`src/sv/positional_array_list_macros.svh`:
```
// ----------------------------------------------------------------------------
// positional_array_list_macros
// assertion macros used by the list datapath; they expect clk and rst in scope
// ----------------------------------------------------------------------------
`ifndef POSITIONAL_ARRAY_LIST_MACROS_SVH
`define POSITIONAL_ARRAY_LIST_MACROS_SVH

// property that must hold at every edge out of reset
`define PAL_ASSERT_ALWAYS(lbl, expr) \
  lbl: assert property (@(posedge clk) disable iff (rst) (expr)) \
    else $error("positional_array_list: invariant violated");

// consequence that must hold in the cycle after the trigger
`define PAL_ASSERT_NEXT(lbl, ante, cons) \
  lbl: assert property (@(posedge clk) disable iff (rst) (ante) |=> (cons)) \
    else $error("positional_array_list: sequence check failed");

`endif

```
`src/sv/pal_pkg.sv`:
```
// ----------------------------------------------------------------------------
// pal_pkg
// sizes, codes and controller/datapath interface types of the positional list
// ----------------------------------------------------------------------------
package pal_pkg;

  // list sizing
  localparam int CAPACITY = 128;
  localparam int IDX_W    = (CAPACITY > 1) ? $clog2(CAPACITY) : 1;
  localparam int CNT_W    = $clog2(CAPACITY + 1);

  // word field widths
  localparam int ACT_W  = 2;
  localparam int DATA_W = 32;
  localparam int POS_W  = 8;
  localparam int ST_W   = 3;

  // width for comparing positions against the fill count
  localparam int CMP_W = ((CNT_W > POS_W) ? CNT_W : POS_W) + 2;

  typedef enum logic [ACT_W-1:0] {
    ACT_INSERT = 2'd0,
    ACT_DELETE = 2'd1,
    ACT_SEARCH = 2'd2,
    ACT_READ   = 2'd3
  } action_t;

  typedef enum logic [ST_W-1:0] {
    ST_OK       = 3'd0,
    ST_FULL     = 3'd1,
    ST_EMPTY    = 3'd2,
    ST_BADPOS   = 3'd3,
    ST_NOTFOUND = 3'd4
  } status_t;

  // commands from controller to datapath
  typedef struct packed {
    logic load;       // capture input word
    logic start;      // check cycle: read at position, set up pointer
    logic err_res;    // result takes the check error
    logic grab;       // result takes the entry just read
    logic shift;      // one move of the shift
    logic scan;       // one step of the search
    logic write_val;  // store inserted value, count up
    logic del_done;   // count down after a delete
    logic out_load;   // move result into the output register
  } pal_cmd_t;

  // status from datapath to controller
  typedef struct packed {
    action_t act;
    logic    chk_ok;
    logic    moves_none;
    logic    shift_last;
    logic    scan_hit;
    logic    scan_miss;
  } pal_stat_t;

endpackage

```
`src/sv/pal_ctrl.sv`:
```
// ----------------------------------------------------------------------------
// pal_ctrl
// sequencer for check, shift, search and result hand-off of each word
// ----------------------------------------------------------------------------
module pal_ctrl (
  input  logic               clk,
  input  logic               rst,
  input  logic               in_valid,
  output logic               in_ready,
  output logic               out_valid,
  input  logic               out_ready,
  input  pal_pkg::pal_stat_t stat,
  output pal_pkg::pal_cmd_t  cmd
);

  typedef enum logic [7:0] {
    S_IDLE  = 8'b0000_0001,
    S_CHECK = 8'b0000_0010,
    S_GRAB  = 8'b0000_0100,
    S_SHIFT = 8'b0000_1000,
    S_DRAIN = 8'b0001_0000,
    S_PUT   = 8'b0010_0000,
    S_SCAN  = 8'b0100_0000,
    S_DONE  = 8'b1000_0000
  } state_t;

  state_t state;
  state_t state_next;

  // next state and commands
  always_comb begin
    cmd        = '0;
    state_next = state;
    in_ready   = (state == S_IDLE);
    case (state)
      S_IDLE: begin
        if (in_valid) begin
          cmd.load   = 1'b1;
          state_next = S_CHECK;
        end
      end
      S_CHECK: begin
        cmd.start = 1'b1;
        if (!stat.chk_ok) begin
          cmd.err_res = 1'b1;
          state_next  = S_DONE;
        end else begin
          case (stat.act)
            pal_pkg::ACT_INSERT: state_next = stat.moves_none ? S_PUT : S_SHIFT;
            pal_pkg::ACT_DELETE: state_next = S_GRAB;
            pal_pkg::ACT_READ:   state_next = S_GRAB;
            default:             state_next = S_SCAN;
          endcase
        end
      end
      S_GRAB: begin
        cmd.grab = 1'b1;
        if (stat.act == pal_pkg::ACT_READ) begin
          state_next = S_DONE;
        end else if (stat.moves_none) begin
          state_next = S_DRAIN;
        end else begin
          state_next = S_SHIFT;
        end
      end
      S_SHIFT: begin
        cmd.shift = 1'b1;
        if (stat.shift_last) begin
          state_next = S_DRAIN;
        end
      end
      S_DRAIN: begin
        // last moved entry is written this cycle
        if (stat.act == pal_pkg::ACT_INSERT) begin
          state_next = S_PUT;
        end else begin
          cmd.del_done = 1'b1;
          state_next   = S_DONE;
        end
      end
      S_PUT: begin
        cmd.write_val = 1'b1;
        state_next    = S_DONE;
      end
      S_SCAN: begin
        cmd.scan = 1'b1;
        if (stat.scan_hit || stat.scan_miss) begin
          state_next = S_DONE;
        end
      end
      S_DONE: begin
        if (!out_valid || out_ready) begin
          cmd.out_load = 1'b1;
          state_next   = S_IDLE;
        end
      end
      default: begin
        state_next = S_IDLE;
      end
    endcase
  end

  // state register
  always_ff @(posedge clk) begin
    if (rst) begin
      state <= S_IDLE;
    end else begin
      state <= state_next;
    end
  end

  // output word valid
  always_ff @(posedge clk) begin
    if (rst) begin
      out_valid <= 1'b0;
    end else if (cmd.out_load) begin
      out_valid <= 1'b1;
    end else if (out_ready) begin
      out_valid <= 1'b0;
    end
  end

endmodule

```
`config.mk`:
```
export PLATFORM = sky130hd
export DESIGN_NAME = pal_ctrl
export DESIGN_NICKNAME = d
export VERILOG_FILES = /design/src/sv/positional_array_list_macros.svh /design/src/sv/pal_pkg.sv /design/src/sv/pal_ctrl.sv
export SDC_FILE = /design/constraint.sdc
export NUM_CORES = 1
export LEC_CHECK = 0
export ABC_AREA = 1
export BUFFER_PORTS_ARGS = -buffer_cell sky130_fd_sc_hd__buf_2
export CORE_MARGIN = 1
export CORE_UTILIZATION = 47
export CTS_BUF_LIST = sky130_fd_sc_hd__clkbuf_8
export DETAILED_ROUTE_END_ITERATION = 6
export GPL_TIMING_DRIVEN = 0
export HOLD_SLACK_MARGIN = 0.03
export MAX_ROUTING_LAYER = met4
export PLACE_DENSITY_LB_ADDON = 0.1
export REMOVE_ABC_BUFFERS = 1
export SYNTH_ARGS = -nofsm -noshare
export SYNTH_HDL_FRONTEND = slang
export SYNTH_SLANG_ARGS = --single-unit
```
`constraint.sdc`:
```
create_clock -name clk -period 1.09 [get_ports clk]
set_input_delay 0.0545 -clock clk [delete_from_list [all_inputs] [get_ports clk]]
set_output_delay 0.0545 -clock clk [all_outputs]
set_load 0.1 [all_outputs]
```
### Word-level counts from Yosys, hierarchy flattened

Index checks and enable logic that the tools add are counted.
W data, S select, Z words.

* flip-flop bits (word level): 9
* latch bits: 0
* memory bits (writable): 0
* bits in read-only memories: 0
* output and inout bits: 11
* memories kept: 0

* add/sub/neg operators: 0
* multipliers: 0
* divide/modulo/power cells: 0
* $lt $le $gt $ge: 0
* equal/unequal tests: 14
* shift-type cells: 0
* mux-type cells: 25
* bitwise logic cells: 0
* reductions and logical operators: 7

Operators with widths (number)
* $pmux W8 S8: 1
* $mux W8: 7
* $pmux W7 S2: 1
* $mux W1: 13
* $eq A8 B1 Y1 const B: 1
* $eq A8 B2 Y1 const B: 1
* $eq A8 B3 Y1 const B: 1
* $eq A8 B4 Y1 const B: 1
* $eq A8 B5 Y1 const B: 1
* $eq A8 B6 Y1 const B: 1
* $eq A8 B7 Y1 const B: 1
* $eq A8 B8 Y1 const B: 1
* $ne A2 B2 Y1 const B: 4
* $mux W6: 1
* $mux W5: 1
* $reduce_and A4 Y1: 1
* $eq A2 B1 Y1 const B: 1
* $eq A2 B2 Y1 const B: 1
* $logic_not A2 Y1: 1
* $logic_or A1 B1 Y1: 2
* $mux W2: 1
* $reduce_bool A2 Y1: 1
* $reduce_or A2 Y1: 1
* $logic_not A1 Y1: 1

### Longest topological paths before layout

Gate-level depths: netlist of run 1.

* depth after elaboration: 5
* gate-level depth with buffers: 10
* gate-level depth less buffers: 10

### Worst setup path after synthesis of run 1

Ideal clock, no wire load.

* path kind: reg-to-reg
* start point: register out_valid
* end point: register out_valid
* library setup time: 0.071 ns
* arrival: 2.770 ns
* path slack: -1.752 ns
* stages on the path, launching flop included: 6
* path buffers: 0
* cell sequence: dfxtp_1 > inv_1 > nor2_1 > nor4_2 > nor2_1 > nor2_1

RTL lines
* start: declaration: RTL line pal_ctrl.sv:10 `output logic out_valid,`
* start signal: assignment: RTL line pal_ctrl.sv:115 `out_valid <= 1'b0;`
* start signal: assignment: RTL line pal_ctrl.sv:117 `out_valid <= 1'b1;`
* start signal: assignment: RTL line pal_ctrl.sv:119 `out_valid <= 1'b0;`

==> results of run 1 <==
==> layout make-up <==
class	count	area (µm²)
Clock inverter	1	3.75
Clock buffer	3	41.3
Multi-Input combinational cell	80	607
Tap cell	16	20.0
Fill cell	63	149
Inverter	28	118
Sequential cell	9	195
Timing Repair Buffer	34	355
==> metal layers <==
layer  up-vias  share of wire [%]  global-route usage [%]
met4         0                5.6                    12.3
met2        70                 51                    55.3
met1       449                 36                    35.2
met3        22                6.9                    3.91
li1        432                  -                       -
met5         -                  0                       -
==> path summary, 6_finish.rpt <==
| path | start | to | slack [ps] |
|---|---|---|---|
| setup / recovery | state[5] | cmd[8] | -320 |
| hold / removal | rst | state[7] | 60 |
| setup reg to reg | state[5] | state[7] | -320 |
| hold reg to reg | out_valid | out_valid | 630 |
==> cell usage in the layout (no fill, tap or decap), drive strengths merged <==
| master | instances |
|---|---|
| clkbuf | 3 |
| a21oi | 3 |
| buf | 34 |
| nand3 | 14 |
| nand4 | 2 |
| nor2 | 26 |
| nor4 | 3 |
| inv | 29 |
| o21ai | 1 |
| nand2 | 30 |
| nand3b | 1 |
| dfxtp | 9 |
==> what timing repair did <==
| item | CTS | global route |
|---|---|---|
| endpoints found under the setup margin | 18 | 19 |
| resized for setup | 66 | 32 |
| buffers inserted | 10 | 3 |
| pin swaps | 10 | 7 |
| hold endpoints to repair | 0 | 0 |
==> logic make-up (layout without fill, tap and decap cells) <==
group	count (synthesis)	count (layout)	share of synthesized area [%]
AO/OA/AOI/OAI	4	4	3.18
buffers and inverters	28	66	14.7
flip-flops	9	9	24.1
AND/OR/NAND/NOR	76	76	58.0
==> stage by stage <==
stage                     instance area [µm²]  TNS [ps]  hold WS [ps]  utilization [%]  cells
after floorplan                           747    -11810           117                -    117
after global placement                    872     -2580           317             58.6    154
after detailed placement                  872     -2790           314             58.6    154
after CTS                                1210     -3570          62.8             81.3    168
after global routing                     1340     -5430          54.2             90.0    171
final                                    1340     -4690          62.5             90.0    171
==> power groups by stage <==
stage,clock network (mW),logic [mW],registers [mW]
after floorplan,0,0.403,0.369
after global placement,0,0.486,0.369
after detailed placement,0,0.490,0.371
after CTS,0.382,0.708,0.370
after global routing,0.416,0.837,0.389
final,0.403,0.815,0.388
==> flip-flops by register name, indices dropped and copies added, names as in the netlist <==
register / count
out_valid: 1
state: 8
==> critical path: stages, from the launching register on <==
cell and delay (ps):
sky130_fd_sc_hd__dfxtp_2 330, sky130_fd_sc_hd__inv_4 90, sky130_fd_sc_hd__nand2_8 80, sky130_fd_sc_hd__nor2_8 210, sky130_fd_sc_hd__nand2_4 100, sky130_fd_sc_hd__nor2_4 110
sky130_fd_sc_hd__buf_12 180
==> metrics, run 1 <==
status finished with violations; violated checks negative setup slack; Post-DP HPWL 1340 µm; Flop pwr share 24.1%; final worst-path setup slack -323 ps; number of sinks handled by clock tree synthesis 9; tightest slew margin relative to the limit 68.1%; library cell with the largest summed area after synthesis sky130_fd_sc_hd__dfxtp_1; Synth async-reset ratio 0%; number of pins exceeding their max-slew limit in the final report 0; proportion of synthesized chip area in sequential cells 24.1%; library cells used by synthesis 21; dominant cells by area after synthesis sky130_fd_sc_hd__dfxtp_1 24%, sky130_fd_sc_hd__inv_1 12%, sky130_fd_sc_hd__nand2_1 12%, sky130_fd_sc_hd__nor2_1 9.5%, sky130_fd_sc_hd__nand3_1 6.7%; CTS H-tree lvls 1; cell count after synthesis 117; data arrival time of the critical path 1360 ps; Gate power share 50.8%; total number of nets in the final design 167; power density over the cells 1200 nW/µm²; sw frac 45.2%; Startpoint Class flip-flop; Primary FF master, synth sky130_fd_sc_hd__dfxtp_1; reported leakage power 0.645 nW; count of state elements after synthesis 9; Total Wirelength 3020 µm; vias in the first global route 914; Initial DRT Pass Iterations 6; I/O pins 22; number of synthesized flops with an enable pin 0; top achievable clock speed 0.708 GHz; switching power of the nets 0.725 mW; share of layout cells above drive strength 1 63.9%; HP Class input pin to flip-flop; crit path time final 1410 ps; Yosys warning total 0; required time of the critical path 1040 ps; vias 973; most used standard cells in the synthesized netlist 23 x sky130_fd_sc_hd__inv_1, 23 x sky130_fd_sc_hd__nand2_1, 19 x sky130_fd_sc_hd__nor2_1, 10 x sky130_fd_sc_hd__nand3_1, 9 x sky130_fd_sc_hd__dfxtp_1; Hold Violations, Final 0; fraction of synthesized cell area taken by the top area cell type 24.1%; global route overflow 0; Die Span X 41.9 µm; CTS Hold Buffers Added 0; initial drt markers 38; endpoints failing setup 19; maximum number of pins on one net before global-route repair 7; TritonCTS clock tree yes; CP Class flip-flop to primary output; worst setup slack before clock tree synthesis -248 ps; initial antenna violation count 0; area of the die 1750 µm²; post-synthesis average cell area 6.38 µm²; placer's final routability congestion estimate 0.882; max_cap viols 0; starting density of the core 50.2%; floorplan core area 1490 µm²; slew at the pin closest to its max-slew limit 481 ps; Post-Synthesis Cell Area 747 µm²; period utilisation layout 130%; buffer cell driving the clock tree root sky130_fd_sc_hd__clkbuf_8; ANT cells 0; Critical Path Fanout Max 6; Worst Reg-to-Reg Cells 10; Overall Global Routing Usage 31.2%; global-route wire length before repair 4080 µm; vias per inst 5.69; cell internal power dissipation 0.880 mW; Avg WL per Cell 17.7 µm; die height 41.9 µm; final routed DRC violation total 0; number of buffers inserted during clock tree synthesis 3; unrepaired setup endpoints after global routing yes; Clock transition at path regs 50 ps; part of the total power dissipated in the clock network 25.1%; CTS max path bufs 2; worst ir drop on vdd 1.80 mV; PnR Total Power 1.60 mW; number of rows created at floorplan 14; antenna violation net count after detailed routing 0; later-pin clock latency in the skew report 240 ps; Area growth, synth to finish 79.4%; nature of the critical path endpoint primary output; Hold Crit Depth 2; IO buf count 21; post-route clock skew 7.24 ps
(Power assumes the default switching activity.)
==> run 2: changes to the inputs <==
--- a/config.mk
+++ b/config.mk
@@ -8,7 +8,7 @@
 export ABC_AREA = 1
 export BUFFER_PORTS_ARGS = -buffer_cell sky130_fd_sc_hd__buf_2
 export CORE_MARGIN = 1
-export CORE_UTILIZATION = 47
+export CORE_UTILIZATION = 52
 export CTS_BUF_LIST = sky130_fd_sc_hd__clkbuf_8
 export DETAILED_ROUTE_END_ITERATION = 6
 export GPL_TIMING_DRIVEN = 0
==> constraint.sdc (replaced) <==
create_clock -name clk -period 1.4 [get_ports clk]
set_input_delay 0.07 -clock clk [delete_from_list [all_inputs] [get_ports clk]]
set_output_delay 0.07 -clock clk [all_outputs]
set_load 0.1 [all_outputs]
==> run 2 against run 1 <==
  * The run still ends with negative setup slack left
  * Cell count is 6.4% lower
  * Sequential share of layout area is 1.2 points higher
  * Critical endpoint is now cmd[1]
  * Routed wire length is 12% lower
  * Clock skew is 2.0 ps lower
  * First-iteration DRC count grew 37%
  * Largest cell class unchanged
==> metrics, run 2 (synthesis gave the netlist of run 1 again) <==
CTS H-tree lvls 1; Total Wirelength 2670 µm; unrepaired setup endpoints after global routing yes; global route overflow 0; worst stage delay on the critical path 330 ps; reported leakage power 0.584 nW; cell internal power dissipation 0.656 mW; Crit path buffers/inverters 3; post-route clock skew 5.21 ps; endpoints failing setup 2; registers with the most flip-flops state: 8 flops, out_valid: 1 flops; Initial DRT Pass Iterations 4; data arrival time of the critical path 1340 ps; starting density of the core 56.7%; floorplan core area 1320 µm²; Area growth, synth to finish 58.5%; crit path time final 1410 ps; status finished with violations; initial drt markers 52; Gate power share 48.7%; Clock transition at path regs 50 ps; total number of nets in the final design 157; sw frac 44.2%; logic depth of the worst path, buffers included 6; number of flip-flops under the largest register name 8; I/O pins 22; vias per inst 5.73; violated checks negative setup slack; CP Class flip-flop to primary output; Die Span X 39.9 µm; slowest library cell on the worst path sky130_fd_sc_hd__dfxtp_2; number of sinks handled by clock tree synthesis 9; PnR Total Power 1.18 mW; die height 39.9 µm; antenna violation net count after detailed routing 0; Hold Crit Depth 2; later-pin clock latency in the skew report 240 ps; tightest slew margin relative to the limit 68.1%; final routed DRC violation total 0; area of the die 1590 µm²; Hold Violations, Final 0; share of layout cells above drive strength 1 53.1%; number of buffers inserted during clock tree synthesis 3; nature of the critical path endpoint primary output; buffer cell driving the clock tree root sky130_fd_sc_hd__clkbuf_8; leading cell types in the layout, fill and taps excluded 19 x sky130_fd_sc_hd__inv_1, 18 x sky130_fd_sc_hd__nand2_1, 13 x sky130_fd_sc_hd__nor2_1; number of rows created at floorplan 13; CTS max path bufs 2; IO buf count 21; TritonCTS clock tree yes; part of the total power dissipated in the clock network 26.2%; most common cell after layout, fill and taps aside sky130_fd_sc_hd__inv_1; power density over the cells 993 nW/µm²; required time of the critical path 1330 ps; slew at the pin closest to its max-slew limit 481 ps; maximum number of pins on one net before global-route repair 7; vias 916; placer's final routability congestion estimate 0.892; non-filler instance count after layout 160; Avg WL per Cell 16.7 µm; worst ir drop on vdd 1.10 mV; Worst Reg-to-Reg Cells 9; Filler cells 61; CTS Hold Buffers Added 0; final worst-path setup slack -8.91 ps; Critical Path Fanout Max 4; period utilisation layout 101%; register bank with the most flops state; Post-DP HPWL 1410 µm; Flop pwr share 25.1%; HP Class input pin to flip-flop; ANT cells 0; Startpoint Class flip-flop; vias in the first global route 740; max_cap viols 0; CP Cell Sequence inv_4, nand2_1, nor2_1, nand3_2, inv_2, buf_12; Cell Count Post-Placement 153; utilization after layout 89.8%; Crit path max-delay family simple AND/OR/NAND/NOR gates; Overall Global Routing Usage 31.4%; initial antenna violation count 0; global-route wire length before repair 3080 µm; top achievable clock speed 0.710 GHz; switching power of the nets 0.520 mW; number of pins exceeding their max-slew limit in the final report 0
## run 2: cell count changes in the layout (fill, tap and decap cells not counted), moves of 3 or more
cell                      change
sky130_fd_sc_hd__buf_4        -7
sky130_fd_sc_hd__dfxtp_1      +3
sky130_fd_sc_hd__inv_1        +3
sky130_fd_sc_hd__nand2_1      +3
sky130_fd_sc_hd__nand2_2      -3
## run 2: final timing paths
kind | slack (ps) | endpoint | start
setup reg to reg | 40 | state[0] | state[4]
hold reg to reg | 630 | out_valid | out_valid
setup / recovery | -9 | cmd[1] | state[5]
hold / removal | 90 | state[7] | rst
## run 2: timing repair
item / 4_1_cts / 5_1_grt
setup buffers: 0 / 3
endpoints found under the setup margin: 10 / 10
resized for setup: 34 / 38
pin swaps: 2 / 8
## run 2: metrics by stage
stage | TNS [ps] | setup slack [ps] | hold slack (ps) | area, µm²
after floorplan | -6360 | -1440 | 132 | 747
after global placement | 0 | 59.7 | 329 | 871
after detailed placement | 0 | 42.9 | 333 | 871
after CTS | -17.0 | -17.0 | 86.7 | 1030
after global routing | -774 | -128 | 83.9 | 1180
final | -10.7 | -8.91 | 85.7 | 1180
## run 2: power by group through the flow
stage | logic [mW] | clock network, mW | registers, mW
2_1_floorplan | 0.314 | 0 | 0.288
3_3_place_gp | 0.376 | 0 | 0.288
3_5_place_dp | 0.384 | 0 | 0.290
4_1_cts | 0.482 | 0.298 | 0.287
5_1_grt | 0.599 | 0.327 | 0.298
6_report | 0.572 | 0.308 | 0.295
## run 2: routing by layer
layer	vias up	routed length [µm]	global-route usage [%]	share of wire, %
li1	415	-	-	-
met1	421	978	35.7	37
met2	65	1370	52.0	51
met3	15	224	6.82	8.4
met4	0	93	13.8	3.5
met5	-	0	-	0
## run 2: final cells by class
class,instances,area [µm²],area share [%]
Inverter,28,113,9.51
Timing Repair Buffer,24,260,22.0
Multi-Input combinational cell,80,561,47.4
Clock buffer,3,41.3,3.49
Clock inverter,1,3.75,0.317
Tap cell,15,18.8,1.59
Sequential cell,9,186,15.8
==> run 3: changes to the inputs <==
--- a/config.mk
+++ b/config.mk
@@ -8,7 +8,7 @@
 export ABC_AREA = 1
 export BUFFER_PORTS_ARGS = -buffer_cell sky130_fd_sc_hd__buf_2
 export CORE_MARGIN = 1
-export CORE_UTILIZATION = 52
+export CORE_UTILIZATION = 45
 export CTS_BUF_LIST = sky130_fd_sc_hd__clkbuf_8
 export DETAILED_ROUTE_END_ITERATION = 6
 export GPL_TIMING_DRIVEN = 0
==> run 3 against run 2 <==
  * The flow still finishes with violations (negative setup slack)
  * Clock-buffer cell count stayed put
  * Design area is 3.0% lower
  * Largest cell class unchanged
  * Critical path type unchanged
  * Critical path depth is 2 lower
  * Largest power group unchanged
  * Cell count is 0.63% higher
  * Sequential share of layout area is 0.70 points higher
  * Die area is 15% higher
  * Register-to-register slack better by 50 ps
  * Power is 5.7% lower
==> metrics, run 3 (synthesis gave the netlist of run 1 again) <==
Total Wirelength 1980 µm; post-route clock skew 7.39 ps; total number of nets in the final design 157; final worst-path setup slack -9.92 ps; maximum number of pins on one net before global-route repair 7; tightest slew margin relative to the limit 67.1%; share of layout cells above drive strength 1 49.7%; Initial DRT Pass Iterations 4; worst stage delay on the critical path 330 ps; data arrival time of the critical path 1340 ps; unrepaired setup endpoints after global routing yes; number of buffers inserted during clock tree synthesis 3; register-to-register setup slack 90 ps; register bank with the most flops state; status finished with violations; slowest library cell on the worst path sky130_fd_sc_hd__dfxtp_2; antenna violation net count after detailed routing 0; origin of the worst setup path state[5]; leading cell types in the layout, fill and taps excluded 21 x sky130_fd_sc_hd__nand2_1, 20 x sky130_fd_sc_hd__inv_1, 13 x sky130_fd_sc_hd__nor2_1; floorplan core area 1520 µm²; buffer cell driving the clock tree root sky130_fd_sc_hd__clkbuf_8; most utilized layer in the global route result met2; global route overflow 0; later-pin clock latency in the skew report 230 ps; Hold Crit Depth 2; CP Cell Sequence inv_4, nand2_8, nor4_4, buf_6; period utilisation layout 101%; Worst R2R Start state[7]; TritonCTS clock tree yes; Avg WL per Cell 12.3 µm; CTS H-tree lvls 1; Die Span X 42.7 µm; number of pins exceeding their max-slew limit in the final report 0; GRT met3 Usage 2.55%; Post-Place Cell Area 872 µm²; number of flip-flops under the largest register name 8; capture instance of the worst register-to-register path state[0]; Post-DP HPWL 1370 µm; power density over the cells 965 nW/µm²; Worst Reg-to-Reg Cells 9; vias per inst 5.01; area of the die 1830 µm²; die height 42.7 µm; Area growth, synth to finish 53.8%; initial drt markers 16; starting density of the core 49.0%; number of sinks handled by clock tree synthesis 9; GR Util met1 30.9%; endpoints failing setup 1; HP Class input pin to flip-flop; routing usage on met2 31.2%; initial antenna violation count 0; ANT cells 0; number of rows created at floorplan 14; I/O pins 22; placer's final routability congestion estimate 0.876; most common cell after layout, fill and taps aside sky130_fd_sc_hd__nand2_1; Clock transition at path regs 50 ps; required time of the critical path 1330 ps; Startpoint Class flip-flop; vias in the first global route 692; post-route cell area 1150 µm²; nature of the critical path endpoint primary output; final routed DRC violation total 0; Hold Violations, Final 0; registers with the most flip-flops state: 8 flops, out_valid: 1 flops; violated checks negative setup slack; reported leakage power 0.577 nW; Filler cells 113; Min-Delay Startpoint rst; sink of the worst hold path state[7]; CTS max path bufs 2; slew at the pin closest to its max-slew limit 496 ps; worst ir drop on vdd 0.941 mV; CTS Hold Buffers Added 0; crit path time final 1410 ps; IO buf count 21; global-route wire length before repair 2930 µm; Critical Path Fanout Max 4; CP Class flip-flop to primary output; max_cap viols 0; PnR Total Power 1.11 mW; Overall Global Routing Usage 22.7%; top achievable clock speed 0.709 GHz; vias 806
==> run 3: cell count changes in the layout (fill, tap and decap cells not counted), moves of 2 or more <==
cell / previous run / this run
sky130_fd_sc_hd__nand2_1: 18 / 21
sky130_fd_sc_hd__nand2_4: 5 / 3
sky130_fd_sc_hd__nor2_2: 4 / 7
sky130_fd_sc_hd__inv_2: 7 / 5
sky130_fd_sc_hd__nor2_4: 8 / 5
==> run 3: worst max-delay path: cells and delay by family (launching register included) <==
family / cells / cell delay [ps]
and+or+nand+nor: 2 / 410
buffers and inverters: 2 / 360
DFF: 1 / 330
==> run 3: worst max-delay path by stage <==
stage / to
2_1_floorplan: out_valid
3_3_place_gp: cmd[8]
3_5_place_dp: cmd[8]
4_1_cts: cmd[8]
5_1_grt: cmd[4]
6_report: cmd[0]
==> run 3: area by class of cell <==
class                           instances  area, µm²  share of cell area, %
Clock inverter                          1       3.75                  0.327
Sequential cell                         9        189                   16.4
Inverter                               28        115                   10.0
Tap cell                               16       20.0                   1.74
Multi-Input combinational cell         80        515                   44.9
Timing Repair Buffer                   24        264                   23.0
Clock buffer                            3       41.3                   3.59
==> run 3: what timing repair did <==
| item | 4_1_cts | 5_1_grt |
|---|---|---|
| pin swaps | 0 | 7 |
| hold endpoints to repair | 0 | 0 |
| resized for setup | 23 | 41 |
| endpoints found under the setup margin | 10 | 10 |
| setup buffers | 0 | 3 |
==> run 3: power by group <==
group | leakage [nW] | switching [mW] | internal (mW)
logic | 0.474 | 0.347 | 0.179
registers | 0.0759 | 0.0142 | 0.270
clock network | 0.0269 | 0.106 | 0.191
total | 0.577 | 0.468 | 0.641
==> run 3: stage by stage <==
stage	hold slack, ps	setup TNS (ps)	setup WS (ps)	utilization (%)	std cells
after floorplan	132	-6360	-1440	-	117
after global placement	329	0	55.4	57.2	154
after detailed placement	328	0	57.8	57.2	154
after CTS	77.3	-94.2	-58.6	65.2	158
after global routing	87.3	-137	-42.5	75.4	161
final	74.1	-9.92	-9.92	75.4	161
==> run 3: layer usage <==
layer	share of wire [%]	up-vias	wire, µm
li1	-	413	-
met1	47	362	934
met2	47	27	922
met3	5.1	4	100
met4	1.2	0	23
met5	0	-	0
